## src/hw/rtl/drm_pkg.sv

```systemverilog
// ----------------------------------------------------------------------------
// drm_pkg
// Shared widths, payload structs, register codes and knee helper for the
// diode ring modulator.
// ----------------------------------------------------------------------------
package drm_pkg;

  // sample format
  localparam int SAMPLE_BITS = 24;

  // diode stage works in units of 2^-24
  localparam int DIODE_FRAC = 24;
  localparam int DIODE_W    = 27;
  localparam int MAG_W      = DIODE_W - 1;
  localparam int SUM_W      = SAMPLE_BITS + 3;

  // input rescale to the diode grid
  localparam int IN_SHIFT   = DIODE_FRAC - SAMPLE_BITS;
  localparam int IN_LSH     = (IN_SHIFT > 0) ? IN_SHIFT : 0;
  localparam int IN_RSH     = (IN_SHIFT < 0) ? -IN_SHIFT : 0;
  localparam int IN_WIDE_W  = SUM_W + IN_LSH;

  // configuration port
  localparam int CFG_W      = 16;
  localparam int CFG_IDX_W  = 1;
  localparam int BIAS_SHIFT = 8;
  localparam int KN_W       = CFG_W + 1;
  localparam int KNEE_GAP_Q16 = 1311;
  localparam logic [CFG_W-1:0] FORWARD_BIAS_RESET = 16'd19661;
  localparam logic [CFG_W-1:0] LINEAR_KNEE_RESET  = 16'd45875;

  // quadratic segment and its divider
  localparam int D_W        = CFG_W + BIAS_SHIFT;
  localparam int VL_W       = D_W + 1;
  localparam int HG_W       = D_W - 1;
  localparam int SQ_SHIFT   = BIAS_SHIFT + 1;
  localparam int NUM_W      = 2 * D_W - SQ_SHIFT;
  localparam int REM_W      = CFG_W;
  localparam int QUO_W      = NUM_W - REM_W;
  localparam int DIV_STAGES = QUO_W;

  // soft clip
  localparam int X_W        = MAG_W + 2;
  localparam int AX_W       = X_W - 1;
  localparam int S_W        = 2 * AX_W - DIODE_FRAC;
  localparam int C_W        = S_W + AX_W - DIODE_FRAC;
  localparam int Z_W        = C_W + 2;
  localparam int Z_FRAC     = DIODE_FRAC + 1;
  localparam int OUT_SHIFT  = SAMPLE_BITS - 1 - Z_FRAC;
  localparam int OUT_LSH    = (OUT_SHIFT > 0) ? OUT_SHIFT : 0;
  localparam int OUT_RSH    = (OUT_SHIFT < 0) ? -OUT_SHIFT : 0;
  localparam int Y_W        = Z_W + OUT_LSH;

  // pipeline shape
  localparam int LANE_STAGES = DIV_STAGES + 4;
  localparam int CLIP_STAGES = 6;
  localparam int NUM_STAGES  = 1 + LANE_STAGES + CLIP_STAGES;

  // diode lanes
  localparam int NUM_LANES    = 4;
  localparam int LANE_A_LEFT  = 0;
  localparam int LANE_B_LEFT  = 1;
  localparam int LANE_A_RIGHT = 2;
  localparam int LANE_B_RIGHT = 3;

  typedef enum logic [CFG_IDX_W-1:0] {
    CFG_FORWARD_BIAS = 1'b0,
    CFG_LINEAR_KNEE  = 1'b1
  } cfg_idx_e;

  typedef struct packed {
    logic [D_W-1:0]   vb;
    logic [VL_W-1:0]  vl;
    logic [REM_W-1:0] gap;
    logic [HG_W-1:0]  half_gap;
  } drm_knee_t;

  typedef struct packed {
    logic signed [SAMPLE_BITS-1:0] left_in;
    logic signed [SAMPLE_BITS-1:0] right_in;
    logic signed [SAMPLE_BITS-1:0] carrier_left;
    logic signed [SAMPLE_BITS-1:0] carrier_right;
  } drm_in_t;

  typedef struct packed {
    logic signed [SAMPLE_BITS-1:0] out_left;
    logic signed [SAMPLE_BITS-1:0] out_right;
  } drm_out_t;

  // knee forced at least a small gap above the bias, all on the 2^-24 grid
  function automatic drm_knee_t knee_calc(input logic [CFG_W-1:0] bias,
                                          input logic [CFG_W-1:0] knee);
    logic [KN_W-1:0] low_knee;
    logic [KN_W-1:0] eff_knee;
    drm_knee_t       r;
    low_knee   = KN_W'(bias) + KN_W'(KNEE_GAP_Q16);
    eff_knee   = (KN_W'(knee) < low_knee) ? low_knee : KN_W'(knee);
    r.vb       = D_W'(bias) << BIAS_SHIFT;
    r.vl       = VL_W'(eff_knee) << BIAS_SHIFT;
    r.gap      = REM_W'(eff_knee - KN_W'(bias));
    r.half_gap = HG_W'(r.gap) << (BIAS_SHIFT - 1);
    return r;
  endfunction

endpackage

```

## src/hw/rtl/drm_diode_lane.sv

```systemverilog
// ----------------------------------------------------------------------------
// drm_diode_lane
// One diode pair: magnitude, region select, square and a one-bit-per-stage
// restoring divider for the quadratic segment.
// ----------------------------------------------------------------------------
module drm_diode_lane import drm_pkg::*; (
  input  logic                      clk_i,
  input  logic [LANE_STAGES-1:0]    stage_en_i,
  input  drm_knee_t                 knee_i,
  input  logic signed [DIODE_W-1:0] volt_i,
  output logic [MAG_W-1:0]          curr_o
);

  typedef enum logic [1:0] {
    REGION_ZERO = 2'd0,
    REGION_QUAD = 2'd1,
    REGION_LIN  = 2'd2
  } region_e;

  logic signed [DIODE_W-1:0] neg_volt;
  logic [MAG_W-1:0]          mag_d, mag_q;

  logic [MAG_W-1:0] diff;
  region_e          region_d, region1_q;
  logic [D_W-1:0]   dlt_d, dlt_q;
  logic [MAG_W-1:0] lin_d, lin1_q;

  logic [2*D_W-1:0] sq;

  logic [REM_W-1:0] rem_q    [DIV_STAGES+1];
  logic [QUO_W-1:0] low_q    [DIV_STAGES+1];
  logic [QUO_W-1:0] quo_q    [DIV_STAGES+1];
  region_e          region_q [DIV_STAGES+1];
  logic [MAG_W-1:0] lin_q    [DIV_STAGES+1];

  logic [REM_W-1:0] rem_d [1:DIV_STAGES];
  logic [QUO_W-1:0] low_d [1:DIV_STAGES];
  logic [QUO_W-1:0] quo_d [1:DIV_STAGES];

  logic [MAG_W-1:0] curr_d, curr_q;

  // |v|: the diode pair +v / -v conducts on the magnitude only
  always_comb begin
    neg_volt = -volt_i;
    mag_d    = volt_i[DIODE_W-1] ? neg_volt[MAG_W-1:0] : volt_i[MAG_W-1:0];
  end

  // region and segment operands
  always_comb begin
    diff = mag_q - MAG_W'(knee_i.vb);
    if (mag_q < MAG_W'(knee_i.vb)) begin
      region_d = REGION_ZERO;
    end else if (mag_q < MAG_W'(knee_i.vl)) begin
      region_d = REGION_QUAD;
    end else begin
      region_d = REGION_LIN;
    end
    dlt_d = (region_d == REGION_QUAD) ? diff[D_W-1:0] : '0;
    lin_d = mag_q - MAG_W'(knee_i.vl) + MAG_W'(knee_i.half_gap);
  end

  assign sq = (2*D_W)'(dlt_q) * (2*D_W)'(dlt_q);

  // one quotient bit per stage, msb first
  always_comb begin
    logic [REM_W:0] trial;
    logic           take;
    for (int k = 1; k <= DIV_STAGES; k++) begin
      trial    = {rem_q[k-1], low_q[k-1][QUO_W-1]};
      take     = (trial >= {1'b0, knee_i.gap});
      rem_d[k] = take ? REM_W'(trial - {1'b0, knee_i.gap}) : trial[REM_W-1:0];
      low_d[k] = low_q[k-1] << 1;
      quo_d[k] = {quo_q[k-1][QUO_W-2:0], take};
    end
  end

  always_comb begin
    case (region_q[DIV_STAGES])
      REGION_ZERO: curr_d = '0;
      REGION_QUAD: curr_d = MAG_W'(quo_q[DIV_STAGES]);
      REGION_LIN:  curr_d = lin_q[DIV_STAGES];
      default:     curr_d = '0;
    endcase
  end

  always_ff @(posedge clk_i) begin
    if (stage_en_i[0]) begin
      mag_q <= mag_d;
    end
    if (stage_en_i[1]) begin
      region1_q <= region_d;
      dlt_q     <= dlt_d;
      lin1_q    <= lin_d;
    end
    if (stage_en_i[2]) begin
      rem_q[0]    <= sq[2*D_W-1 -: REM_W];
      low_q[0]    <= sq[SQ_SHIFT +: QUO_W];
      quo_q[0]    <= '0;
      region_q[0] <= region1_q;
      lin_q[0]    <= lin1_q;
    end
    for (int k = 1; k <= DIV_STAGES; k++) begin
      if (stage_en_i[k+2]) begin
        rem_q[k]    <= rem_d[k];
        low_q[k]    <= low_d[k];
        quo_q[k]    <= quo_d[k];
        region_q[k] <= region_q[k-1];
        lin_q[k]    <= lin_q[k-1];
      end
    end
    if (stage_en_i[DIV_STAGES+3]) begin
      curr_q <= curr_d;
    end
  end

  assign curr_o = curr_q;

endmodule

```

## config.mk

```make
export PLATFORM = sky130hd
export DESIGN_NAME = drm_diode_lane
export DESIGN_NICKNAME = d
export VERILOG_FILES = /design/src/hw/rtl/drm_pkg.sv /design/src/hw/rtl/drm_diode_lane.sv
export SDC_FILE = /design/constraint.sdc
export NUM_CORES = 2
export LEC_CHECK = 0
export ABC_AREA = 0
export BUFFER_PORTS_ARGS = -buffer_cell sky130_fd_sc_hd__buf_2
export CAP_MARGIN = 20
export CORE_MARGIN = 10
export CORE_UTILIZATION = 60
export CTS_BUF_LIST = sky130_fd_sc_hd__clkbuf_8
export CTS_CLUSTER_DIAMETER = 30
export DETAILED_ROUTE_END_ITERATION = 7
export PLACE_DENSITY = 0.77
export REMOVE_ABC_BUFFERS = 1
export SLEW_MARGIN = 5
export SYNTH_ARGS = -nofsm -noshare
export SYNTH_HDL_FRONTEND = slang
export SYNTH_SLANG_ARGS = --single-unit
```

## constraint.sdc

```tcl
create_clock -name clk_i -period 8.5 [get_ports clk_i]
set_input_delay 1.275 -clock clk_i [delete_from_list [all_inputs] [get_ports clk_i]]
set_output_delay 1.275 -clock clk_i [all_outputs]
set_load 0.05 [all_outputs]
```

==> impl_metrics.env <==
export IMPL_status="completed"
export IMPL_rsz0062_at_grt="no"
export IMPL_synthesis_area_per_instance_um2=13.6
export IMPL_holdBufCountCts=0
export IMPL_ys_flop_type="sky130_fd_sc_hd__edfxtp_1"
export IMPL_grt_usage=0.214
export IMPL_synth_seq_cells=1696
export IMPL_post_route_cells_drive_above_1_share=0.137
export IMPL_worst_path_max_fanout=26
export IMPL_criticalPathCategory="flip-flop to flip-flop"
export IMPL_final_max_slew_viol_count=0
export IMPL_grt_first_pass_wirelength_um=289000
export IMPL_tritoncts="done"
export IMPL_worst_hold_path_type="flip-flop to flip-flop"
export IMPL_areaGrowthSynthToFinish_pct=11.0
export IMPL_tritoncts_num_sinks=1696
export IMPL_detail_route_wirelength_um=180000
export IMPL_grt_start_max_net_pins=68
export IMPL_slowest_delay_ps=1010
export IMPL_cp_start_kind="flip-flop"
export IMPL_timing_critical_path_mode_cell="sky130_fd_sc_hd__fa_1"
export IMPL_dp_hpwl_um=129000
export IMPL_period_share=0.926
export IMPL_ctsLongestPathBuffers=4
export IMPL_routed_via_count=52700
export IMPL_io_pins=169
export IMPL_synth_warning_count=0
export IMPL_timing_max_slew_rel_slack=0.315
export IMPL_achievable_frequency_mhz=127
export IMPL_kind_of_end_point_of_the_critical_path="flip-flop"
export IMPL_cts_root_buf="sky130_fd_sc_hd__clkbuf_8"
export IMPL_num_rows=143
export IMPL_crit_slowest_cell="sky130_fd_sc_hd__edfxtp_1"
export IMPL_drt_first_pass_iters=5
export IMPL_synth_top_cell_by_area="sky130_fd_sc_hd__edfxtp_1"
export IMPL_synth_yosys_seq_area_share=0.556
export IMPL_grt_antenna_before_repair=2
export IMPL_synth_enable_flop_cells=1696
export IMPL_total_cts_buffers=333
export IMPL_num_nets_final=8466
export IMPL_dieArea_um2=169000
export IMPL_routedWlPerCell_um=19.0
export IMPL_clk_pin_slew_worst_paths_ps=60
export IMPL_synthesis_area_um2=91600
export IMPL_cp_data_arrival_time_ps=8510
export IMPL_timing_hold_worst_path_depth=0
export IMPL_dieWidth_um=411
export IMPL_place_gp_congestion=0.911
export IMPL_rr_worst_depth=25
export IMPL_cts_resized=0
export IMPL_finalCriticalPeriod_ps=7870
export IMPL_synth_cell_type_count=83
export IMPL_yosysMostFrequentCell="sky130_fd_sc_hd__edfxtp_1"
export IMPL_overflow=0
export IMPL_netlist_top_cells_count="sky130_fd_sc_hd__edfxtp_1 (1696), sky130_fd_sc_hd__inv_1 (925), sky130_fd_sc_hd__ha_1 (619), sky130_fd_sc_hd__fa_1 (479), sky130_fd_sc_hd__nand2_1 (336)"
export IMPL_detail_route_vias_per_cell=5.55
export IMPL_setup_violations_final=0
export IMPL_io_buffers=168
export IMPL_drt_antenna_violating_nets=0
export IMPL_tightest_slew_ps=1030
export IMPL_die_height_um=411
export IMPL_core_um2=152000
export IMPL_cts_max_level=5
export IMPL_clock_latency_ps=990
export IMPL_clock_skew_final_ps=89.8
export IMPL_floorplan_initialDensity=0.603
export IMPL_synth_top_area_share=0.556
export IMPL_remaining_drc_errors=0
export IMPL_final_hold_violation_count=0
export IMPL_cts_setup_buffers=0
export IMPL_vias_in_the_first_global_route=55700
export IMPL_max_cap_violations=0
export IMPL_synthCells=6748
export IMPL_async_reset_ff_frac=0
export IMPL_synth_area_top_cells="sky130_fd_sc_hd__edfxtp_1 (56%), sky130_fd_sc_hd__fa_1 (10%), sky130_fd_sc_hd__ha_1 (8.5%)"
export IMPL_worst_ep_required_time_ps=9140
export IMPL_timing_setup_tns_ps=0
export IMPL_drt_initial_violations=3089
flip-flops by register name, summed over array words and instances (netlist names):
register	cells
dlt_q	24
lin_q	624
quo_q	276
mag_q	26
region_q	48
lin1_q	26
region1_q	2
rem_q	368
low_q	276
curr_o	26
layer usage:
layer,vias to the layer above,GRT usage,part of all wire
met1,25700,0.259,0.40
met5,-,0,0.000044
li1,25100,-,-
met3,446,0.0378,0.052
met4,2,0.0901,0.038
met2,1477,0.377,0.51
final timing paths:
kind	start	slack [ps]	end
setup / recovery	dlt_q[21]	630	rem_q[0][15]
hold / removal	low_q[0][177]	340	low_q[1][17]
setup reg to reg	dlt_q[21]	630	rem_q[0][15]
hold reg to reg	low_q[0][177]	340	low_q[1][17]
worst max-delay path, delay by kind of cell (launching register included):
family | cells | cell delay (ps)
AND/OR/NAND/NOR | 2 | 600
buffers and inverters | 7 | 530
XOR/XNOR | 1 | 80
AO/OA/AOI/OAI | 7 | 1470
adder cells (fa/ha/maj) | 8 | 3880
flip-flops | 1 | 1010
final cells by class:
type | instances | area (um^2)
antenna | 1 | 2.50
clock buffer | 340 | 4680
clock inverter | 232 | 1880
fill | 10500 | 50200
inverter | 926 | 3480
multi-input combinational | 4026 | 36800
sequential | 1696 | 50900
tap | 2030 | 2540
timing repair buffer | 242 | 1400
logic make-up (layout without fill, tap and decap cells):
kind of cell	Yosys count	after routing	share of synthesized area
adders and majority gates	1098	1098	0.189
buffers and inverters	1026	1740	0.0427
AOI/OAI and AO/OA	958	958	0.0694
DFF	1696	1696	0.556
and+or+nand+nor	1300	1300	0.0706
xor gates and xnor gates	345	345	0.0330
muxes	325	325	0.0395
other	0	1	0
placed cells by master (no fill, tap or decap), drive strengths merged, types with 27 or more instances in the layout:
cell type	synthesis	routed
nor3	82	82
a21o	127	127
bufinv	0	30
o21ai	200	200
a21oi	237	237
a22oi	28	28
nor2	306	306
fa	479	479
nand3	72	72
xor2	92	92
buf	29	242
nand2	336	336
o21a	56	56
edfxtp	1696	1696
xnor2	253	253
nand4	64	64
o21bai	32	32
mux2i	52	52
mux2	273	273
a31oi	27	27
a21boi	43	43
clkinv	1	109
and3	29	29
inv	925	995
nand2b	55	55
ha	619	619
and2	166	166
clkbuf	71	340
nor2b	76	76
per-stage QoR:
step | cell area [um^2] | setup slack, ps | hold slack (ps) | utilization | cells
floorplan | 91200 | 1560 | 400 | - | 6648
global placement | 95200 | 813 | 400 | 0.626 | 8920
detailed placement | 95200 | 686 | 405 | 0.626 | 8920
CTS | 102000 | 619 | 328 | 0.670 | 9492
global route | 102000 | 92.2 | 333 | 0.670 | 9493
finish | 102000 | 625 | 336 | 0.670 | 9493
Power is not shown: default switching activity piles up to over one toggle a cycle in this logic, so the estimate is an artifact.
