[src/hw/rtl/drm_pkg.sv]
// ----------------------------------------------------------------------------
// drm_pkg
// Shared widths, payload structs, register codes and knee helper for the
// diode ring modulator.
// ----------------------------------------------------------------------------
package drm_pkg;

  // sample format
  localparam int SAMPLE_BITS = 24;

  // diode stage works in units of 2^-24
  localparam int DIODE_FRAC = 24;
  localparam int DIODE_W    = 27;
  localparam int MAG_W      = DIODE_W - 1;
  localparam int SUM_W      = SAMPLE_BITS + 3;

  // input rescale to the diode grid
  localparam int IN_SHIFT   = DIODE_FRAC - SAMPLE_BITS;
  localparam int IN_LSH     = (IN_SHIFT > 0) ? IN_SHIFT : 0;
  localparam int IN_RSH     = (IN_SHIFT < 0) ? -IN_SHIFT : 0;
  localparam int IN_WIDE_W  = SUM_W + IN_LSH;

  // configuration port
  localparam int CFG_W      = 16;
  localparam int CFG_IDX_W  = 1;
  localparam int BIAS_SHIFT = 8;
  localparam int KN_W       = CFG_W + 1;
  localparam int KNEE_GAP_Q16 = 1311;
  localparam logic [CFG_W-1:0] FORWARD_BIAS_RESET = 16'd19661;
  localparam logic [CFG_W-1:0] LINEAR_KNEE_RESET  = 16'd45875;

  // quadratic segment and its divider
  localparam int D_W        = CFG_W + BIAS_SHIFT;
  localparam int VL_W       = D_W + 1;
  localparam int HG_W       = D_W - 1;
  localparam int SQ_SHIFT   = BIAS_SHIFT + 1;
  localparam int NUM_W      = 2 * D_W - SQ_SHIFT;
  localparam int REM_W      = CFG_W;
  localparam int QUO_W      = NUM_W - REM_W;
  localparam int DIV_STAGES = QUO_W;

  // soft clip
  localparam int X_W        = MAG_W + 2;
  localparam int AX_W       = X_W - 1;
  localparam int S_W        = 2 * AX_W - DIODE_FRAC;
  localparam int C_W        = S_W + AX_W - DIODE_FRAC;
  localparam int Z_W        = C_W + 2;
  localparam int Z_FRAC     = DIODE_FRAC + 1;
  localparam int OUT_SHIFT  = SAMPLE_BITS - 1 - Z_FRAC;
  localparam int OUT_LSH    = (OUT_SHIFT > 0) ? OUT_SHIFT : 0;
  localparam int OUT_RSH    = (OUT_SHIFT < 0) ? -OUT_SHIFT : 0;
  localparam int Y_W        = Z_W + OUT_LSH;

  // pipeline shape
  localparam int LANE_STAGES = DIV_STAGES + 4;
  localparam int CLIP_STAGES = 6;
  localparam int NUM_STAGES  = 1 + LANE_STAGES + CLIP_STAGES;

  // diode lanes
  localparam int NUM_LANES    = 4;
  localparam int LANE_A_LEFT  = 0;
  localparam int LANE_B_LEFT  = 1;
  localparam int LANE_A_RIGHT = 2;
  localparam int LANE_B_RIGHT = 3;

  typedef enum logic [CFG_IDX_W-1:0] {
    CFG_FORWARD_BIAS = 1'b0,
    CFG_LINEAR_KNEE  = 1'b1
  } cfg_idx_e;

  typedef struct packed {
    logic [D_W-1:0]   vb;
    logic [VL_W-1:0]  vl;
    logic [REM_W-1:0] gap;
    logic [HG_W-1:0]  half_gap;
  } drm_knee_t;

  typedef struct packed {
    logic signed [SAMPLE_BITS-1:0] left_in;
    logic signed [SAMPLE_BITS-1:0] right_in;
    logic signed [SAMPLE_BITS-1:0] carrier_left;
    logic signed [SAMPLE_BITS-1:0] carrier_right;
  } drm_in_t;

  typedef struct packed {
    logic signed [SAMPLE_BITS-1:0] out_left;
    logic signed [SAMPLE_BITS-1:0] out_right;
  } drm_out_t;

  // knee forced at least a small gap above the bias, all on the 2^-24 grid
  function automatic drm_knee_t knee_calc(input logic [CFG_W-1:0] bias,
                                          input logic [CFG_W-1:0] knee);
    logic [KN_W-1:0] low_knee;
    logic [KN_W-1:0] eff_knee;
    drm_knee_t       r;
    low_knee   = KN_W'(bias) + KN_W'(KNEE_GAP_Q16);
    eff_knee   = (KN_W'(knee) < low_knee) ? low_knee : KN_W'(knee);
    r.vb       = D_W'(bias) << BIAS_SHIFT;
    r.vl       = VL_W'(eff_knee) << BIAS_SHIFT;
    r.gap      = REM_W'(eff_knee - KN_W'(bias));
    r.half_gap = HG_W'(r.gap) << (BIAS_SHIFT - 1);
    return r;
  endfunction

endpackage

[src/hw/rtl/drm_soft_clip.sv]
// ----------------------------------------------------------------------------
// drm_soft_clip
// Channel sum of the diode currents, cubic soft clip 1.5x - 0.5x^3,
// rescale and saturation to the sample format.
// ----------------------------------------------------------------------------
module drm_soft_clip import drm_pkg::*; (
  input  logic                          clk_i,
  input  logic [CLIP_STAGES-1:0]        stage_en_i,
  input  logic [MAG_W-1:0]              curr_i [NUM_LANES],
  output logic signed [SAMPLE_BITS-1:0] y_o
);

  localparam int HI_BITS = Y_W - SAMPLE_BITS + 1;

  logic signed [X_W-1:0] x_d, x0_q, x1_q, x2_q, x3_q;
  logic signed [X_W-1:0] neg_x;
  logic [AX_W-1:0]       ax_d, ax1_q, ax2_q;
  logic                  neg1_q, neg2_q, neg3_q;
  logic [2*AX_W-1:0]     ax_sq;
  logic [S_W-1:0]        s2_q;
  logic [S_W+AX_W-1:0]   s_ax;
  logic [C_W-1:0]        cube3_q;

  logic signed [Z_W-1:0] xz, three_x, cube_s, z_d, z4_q;
  logic signed [Y_W-1:0] z_wide, yw;
  logic [HI_BITS-1:0]    upper;
  logic signed [SAMPLE_BITS-1:0] y_d, y_q;

  // currents are non-negative, the difference wraps into two's complement
  assign x_d = X_W'(curr_i[LANE_A_LEFT]) - X_W'(curr_i[LANE_B_LEFT])
             + X_W'(curr_i[LANE_A_RIGHT]) - X_W'(curr_i[LANE_B_RIGHT]);

  always_comb begin
    neg_x = -x0_q;
    ax_d  = x0_q[X_W-1] ? neg_x[AX_W-1:0] : x0_q[AX_W-1:0];
  end

  assign ax_sq = (2*AX_W)'(ax1_q) * (2*AX_W)'(ax1_q);
  assign s_ax  = (S_W+AX_W)'(s2_q) * (S_W+AX_W)'(ax2_q);

  // 3x - sign(x)*cube on the 2^-25 grid
  always_comb begin
    xz      = Z_W'(x3_q);
    three_x = xz + (xz <<< 1);
    cube_s  = $signed(Z_W'(cube3_q));
    z_d     = neg3_q ? three_x + cube_s : three_x - cube_s;
  end

  always_comb begin
    z_wide = Y_W'(z4_q);
    yw     = (z_wide <<< OUT_LSH) >>> OUT_RSH;
    upper  = yw[Y_W-1:SAMPLE_BITS-1];
    if ((&upper) || !(|upper)) begin
      y_d = yw[SAMPLE_BITS-1:0];
    end else if (yw[Y_W-1]) begin
      y_d = {1'b1, {(SAMPLE_BITS-1){1'b0}}};
    end else begin
      y_d = {1'b0, {(SAMPLE_BITS-1){1'b1}}};
    end
  end

  always_ff @(posedge clk_i) begin
    if (stage_en_i[0]) begin
      x0_q <= x_d;
    end
    if (stage_en_i[1]) begin
      x1_q   <= x0_q;
      ax1_q  <= ax_d;
      neg1_q <= x0_q[X_W-1];
    end
    if (stage_en_i[2]) begin
      x2_q   <= x1_q;
      ax2_q  <= ax1_q;
      neg2_q <= neg1_q;
      s2_q   <= ax_sq[2*AX_W-1:DIODE_FRAC];
    end
    if (stage_en_i[3]) begin
      x3_q    <= x2_q;
      neg3_q  <= neg2_q;
      cube3_q <= s_ax[S_W+AX_W-1:DIODE_FRAC];
    end
    if (stage_en_i[4]) begin
      z4_q <= z_d;
    end
    if (stage_en_i[5]) begin
      y_q <= y_d;
    end
  end

  assign y_o = y_q;

endmodule

[config.mk]
export PLATFORM = sky130hd
export DESIGN_NAME = drm_soft_clip
export DESIGN_NICKNAME = d
export VERILOG_FILES = /design/src/hw/rtl/drm_pkg.sv /design/src/hw/rtl/drm_soft_clip.sv
export SDC_FILE = /design/constraint.sdc
export NUM_CORES = 2
export LEC_CHECK = 0
export BUFFER_PORTS_ARGS = -buffer_cell sky130_fd_sc_hd__buf_2
export CAP_MARGIN = 20
export CORE_MARGIN = 10
export CORE_UTILIZATION = 45
export CTS_BUF_LIST = sky130_fd_sc_hd__clkbuf_8
export DETAILED_ROUTE_END_ITERATION = 10
export GPL_TIMING_DRIVEN = 0
export PLACE_DENSITY = 0.72
export SETUP_SLACK_MARGIN = 0.02
export SYNTH_ARGS = -nofsm -noshare
export SYNTH_HDL_FRONTEND = slang
export SYNTH_SLANG_ARGS = --single-unit
[constraint.sdc]
create_clock -name clk_i -period 19.42 [get_ports clk_i]
set_clock_uncertainty 0.15 [all_clocks]
set_input_delay 3.884 -clock clk_i [delete_from_list [all_inputs] [get_ports clk_i]]
set_output_delay 3.884 -clock clk_i [all_outputs]
set_load 0.1 [all_outputs]
==> reports/qor.txt <==
outcome - completed
DR vias/cell - 5.27
start point of the critical path - ax1_q[8]
wire length of the first global-routing pass - 265 mm
Register-to-Register Path Depth - 28
number of remaining DRC errors - 0
type of element capturing the critical path - flip-flop
port bufs - 134
post-synthesis cell type with the largest combined area - sky130_fd_sc_hd__fa_1
sequential area share after synthesis - 14.2%
wire length per cell - 20.7 µm
fraction of synthesized area in multiplexers - 0.0877%
CTS H-tree depth - 2
overall die width - 385 µm
final weighted congestion in routability-driven placement - 0.973
Clock Latency Late Sink - 620 ps
Root Buffer - sky130_fd_sc_hd__clkbuf_8
Achievable Freq - 0.0905 GHz
maximum number of pins on one net before global-route repair - 76
ratio of cells with drive above 1 in the final layout - 3.43%
Fin Hold WS - 263 ps
number of max-cap violations - 0
nets in the synthesized netlist - 8112
slowest cell on the critical path - sky130_fd_sc_hd__clkbuf_1
Nets - 8298
number of fillers in the final layout - 12148
total of endpoints with negative setup slack in the final report - 0
type of the most critical hold path - reg2reg
antenna violations before repair - 13
slew at the pin with the worst max-slew slack - 1220 ps
delay of the slowest cell on the worst path - 830 ps
Inserted Clock Buffers - 47
post-route cell area - 63800 µm²
Die Height - 385 µm
clock tree from TritonCTS - done
Area contributors post-synth - sky130_fd_sc_hd__fa_1, sky130_fd_sc_hd__edfxtp_1, sky130_fd_sc_hd__ha_1, sky130_fd_sc_hd__inv_1, sky130_fd_sc_hd__nand2_1
portion of the clock cycle consumed by the worst path in the final layout - 56.9%
clk slew on worst S/H paths - 60 ps
overall overflow remaining after global route - 0
Post-synth EDFFs - 284
number of standard-cell rows in the floorplan - 133
top-count cell post-synth - sky130_fd_sc_hd__inv_1
shortest clock period the worst path allows after layout - 11060 ps
average size of a mapped cell - 9.63 µm²
initial cell density of the core - 45.4%
RR Startpoint - ax1_q[8]
growth of design area from synthesis to finish - 6.42%
Slew headroom - 18.6%
capture point of the worst reg-to-reg path - s2_q[29]
1st-pass router iterations - 8
final-report hold violation count - 0
CTS-repair resized insts - 0
Syn Inst Count - 6222
number of global-route vias before repair - 46634
hpwl dp - 140 mm
area share of xor/xnor cells in the synthesized design - 3.17%
post-route setup TNS - 0 ps
total length of routed wires - 170 mm
floorplan die area - 148000 µm²
synth cell count leaders - sky130_fd_sc_hd__inv_1, sky130_fd_sc_hd__fa_1, sky130_fd_sc_hd__nand2_1
count of yosys warnings during synthesis - 0
Hold Buf Count CTS - 0
dominant combinational cell family by area after synthesis - adder cells
simple-gate share of the synthesized area - 12.9%
highest net fanout along the worst path - 10
Worst Setup Path Type - reg2reg
number of nets with antenna violations after detailed routing - 0
flip-flop cell with the highest count after synthesis - sky130_fd_sc_hd__edfxtp_1
number of design-rule violations left by the first detailed-router iteration - 3719
last element of the critical path - s2_q[29]
maximum clock insertion buffer count - 3
ports placed on the boundary - 135
startpoint kind of the worst setup timing path - flip-flop
Max Transition Viols Final - 0
cell seen most often among critical-path stages - sky130_fd_sc_hd__fa_1
Mapped Area - 59900 µm²
register bit count reported by yosys - 284
count of unique library cells instantiated by Yosys - 69
share of the synthesized area in the top cell type - 42.7%
worst reg-to-reg setup slack - 8360 ps
Overall Global Routing Usage - 23.2%
sink count of the clock tree - 284
Setup Fix Bufs, Post-CTS - 0
Adder-Cell Fraction of Synth Area - 53.1%
total number of vias - 43264
post-placement cell area - 62900 µm²
required time at the endpoint of the critical path - 19650 ps
RSZ-0062 raised after global routing - false
Std-Cell Core Area - 132000 µm²
CP arrival - 11280 ps
compound-cell area share of the yosys netlist - 4.84%
async set or reset register ratio after synthesis - 0%
==> through the flow <==
stage	setup WS, ps	utilization, %	std cells
2_1_floorplan	9900	-	6222
3_3_place_gp	8620	47.6	8111
3_5_place_dp	8570	47.6	8113
4_1_cts	8530	48.3	8197
5_1_grt	7850	48.3	8200
6_report	8360	48.3	8206
==> cell type report <==
type,count,area [µm²],area share [%]
clock buffer,47,647,1.01
sequential,284,8530,13.4
buffer,248,933,1.46
antenna,8,20.0,0.0314
inverter,1616,6070,9.51
clock inverter,37,244,0.383
timing repair buffer,137,741,1.16
tap,1755,2200,3.44
multi-input combinational,4074,44400,69.6
==> logic make-up (layout without fill, tap and decap cells) <==
kind of cell | Yosys count | count (layout)
buf+inv | 1864 | 2085
fa+ha+maj | 1779 | 1779
simple gates | 1616 | 1616
compound gates | 457 | 457
flops | 284 | 284
xor+xnor | 217 | 217
mux | 5 | 5
other cells | 0 | 8
==> worst min path at each step <==
stage,from,cells after the start,endpoint
after floorplan,x1_q[10],0,x2_q[10]
after global placement,x2_q[1],0,x3_q[1]
after detailed placement,x2_q[6],0,x3_q[6]
after CTS,x2_q[19],0,x3_q[19]
after global routing,x2_q[19],0,x3_q[19]
final,x2_q[19],0,x3_q[19]
==> cells in the final DEF, fill, tap and decap left out, types with 5 or more instances in the layout <==
master / instances
sky130_fd_sc_hd__o41ai_1: 6
sky130_fd_sc_hd__a21boi_0: 9
sky130_fd_sc_hd__nand2b_1: 24
sky130_fd_sc_hd__fa_1: 1277
sky130_fd_sc_hd__a21o_1: 76
sky130_fd_sc_hd__a31oi_1: 11
sky130_fd_sc_hd__or2_2: 7
sky130_fd_sc_hd__nor4_1: 9
sky130_fd_sc_hd__clkbuf_8: 47
sky130_fd_sc_hd__a31o_2: 5
sky130_fd_sc_hd__nor2_1: 163
sky130_fd_sc_hd__edfxtp_1: 284
sky130_fd_sc_hd__o21bai_1: 21
sky130_fd_sc_hd__inv_1: 1628
sky130_fd_sc_hd__nor3b_1: 6
sky130_fd_sc_hd__o21ai_0: 103
sky130_fd_sc_hd__xnor2_1: 140
sky130_fd_sc_hd__o31ai_1: 9
sky130_fd_sc_hd__clkinv_2: 5
sky130_fd_sc_hd__diode_2: 8
sky130_fd_sc_hd__nor2b_1: 33
sky130_fd_sc_hd__clkbuf_1: 242
sky130_fd_sc_hd__and2_1: 449
sky130_fd_sc_hd__and3_1: 12
sky130_fd_sc_hd__ha_1: 502
sky130_fd_sc_hd__nand4_1: 21
sky130_fd_sc_hd__a211oi_1: 15
sky130_fd_sc_hd__nand3_1: 33
sky130_fd_sc_hd__clkinv_1: 14
sky130_fd_sc_hd__o211ai_1: 8
sky130_fd_sc_hd__nor3_1: 35
sky130_fd_sc_hd__or4_1: 6
sky130_fd_sc_hd__xor2_1: 77
sky130_fd_sc_hd__nand2_1: 791
sky130_fd_sc_hd__or3_1: 7
sky130_fd_sc_hd__buf_2: 135
sky130_fd_sc_hd__o21a_1: 12
sky130_fd_sc_hd__a21oi_1: 142
==> per-layer routing <==
metal,vias up,part of all wire (%),track usage [%]
li1,18900,-,-
met4,8,4.9,9.28
met1,21679,39,30.1
met3,488,11,6.58
met5,-,0.039,0
met2,2189,45,36.6
==> critical path: cells and delay by family (launching register included) <==
kind            cells  cell delay (ps)
fa+ha+maj           8             3910
compound gates     10             3630
buf+inv             7             1790
simple gates        2              660
flops               1              590
xor+xnor            1               70
==> flip-flops by register name, indices dropped and copies added (netlist names) <==
| signal | cells |
|---|---|
| x2_q | 28 |
| x1_q | 28 |
| s2_q | 30 |
| z4_q | 33 |
| x0_q | 28 |
| ax2_q | 26 |
| cube3_q | 33 |
| ax1_q | 26 |
| y_o | 24 |
| x3_q | 28 |
Power is not shown: default switching activity piles up to over one toggle a cycle in this logic, so the estimate is an artifact.
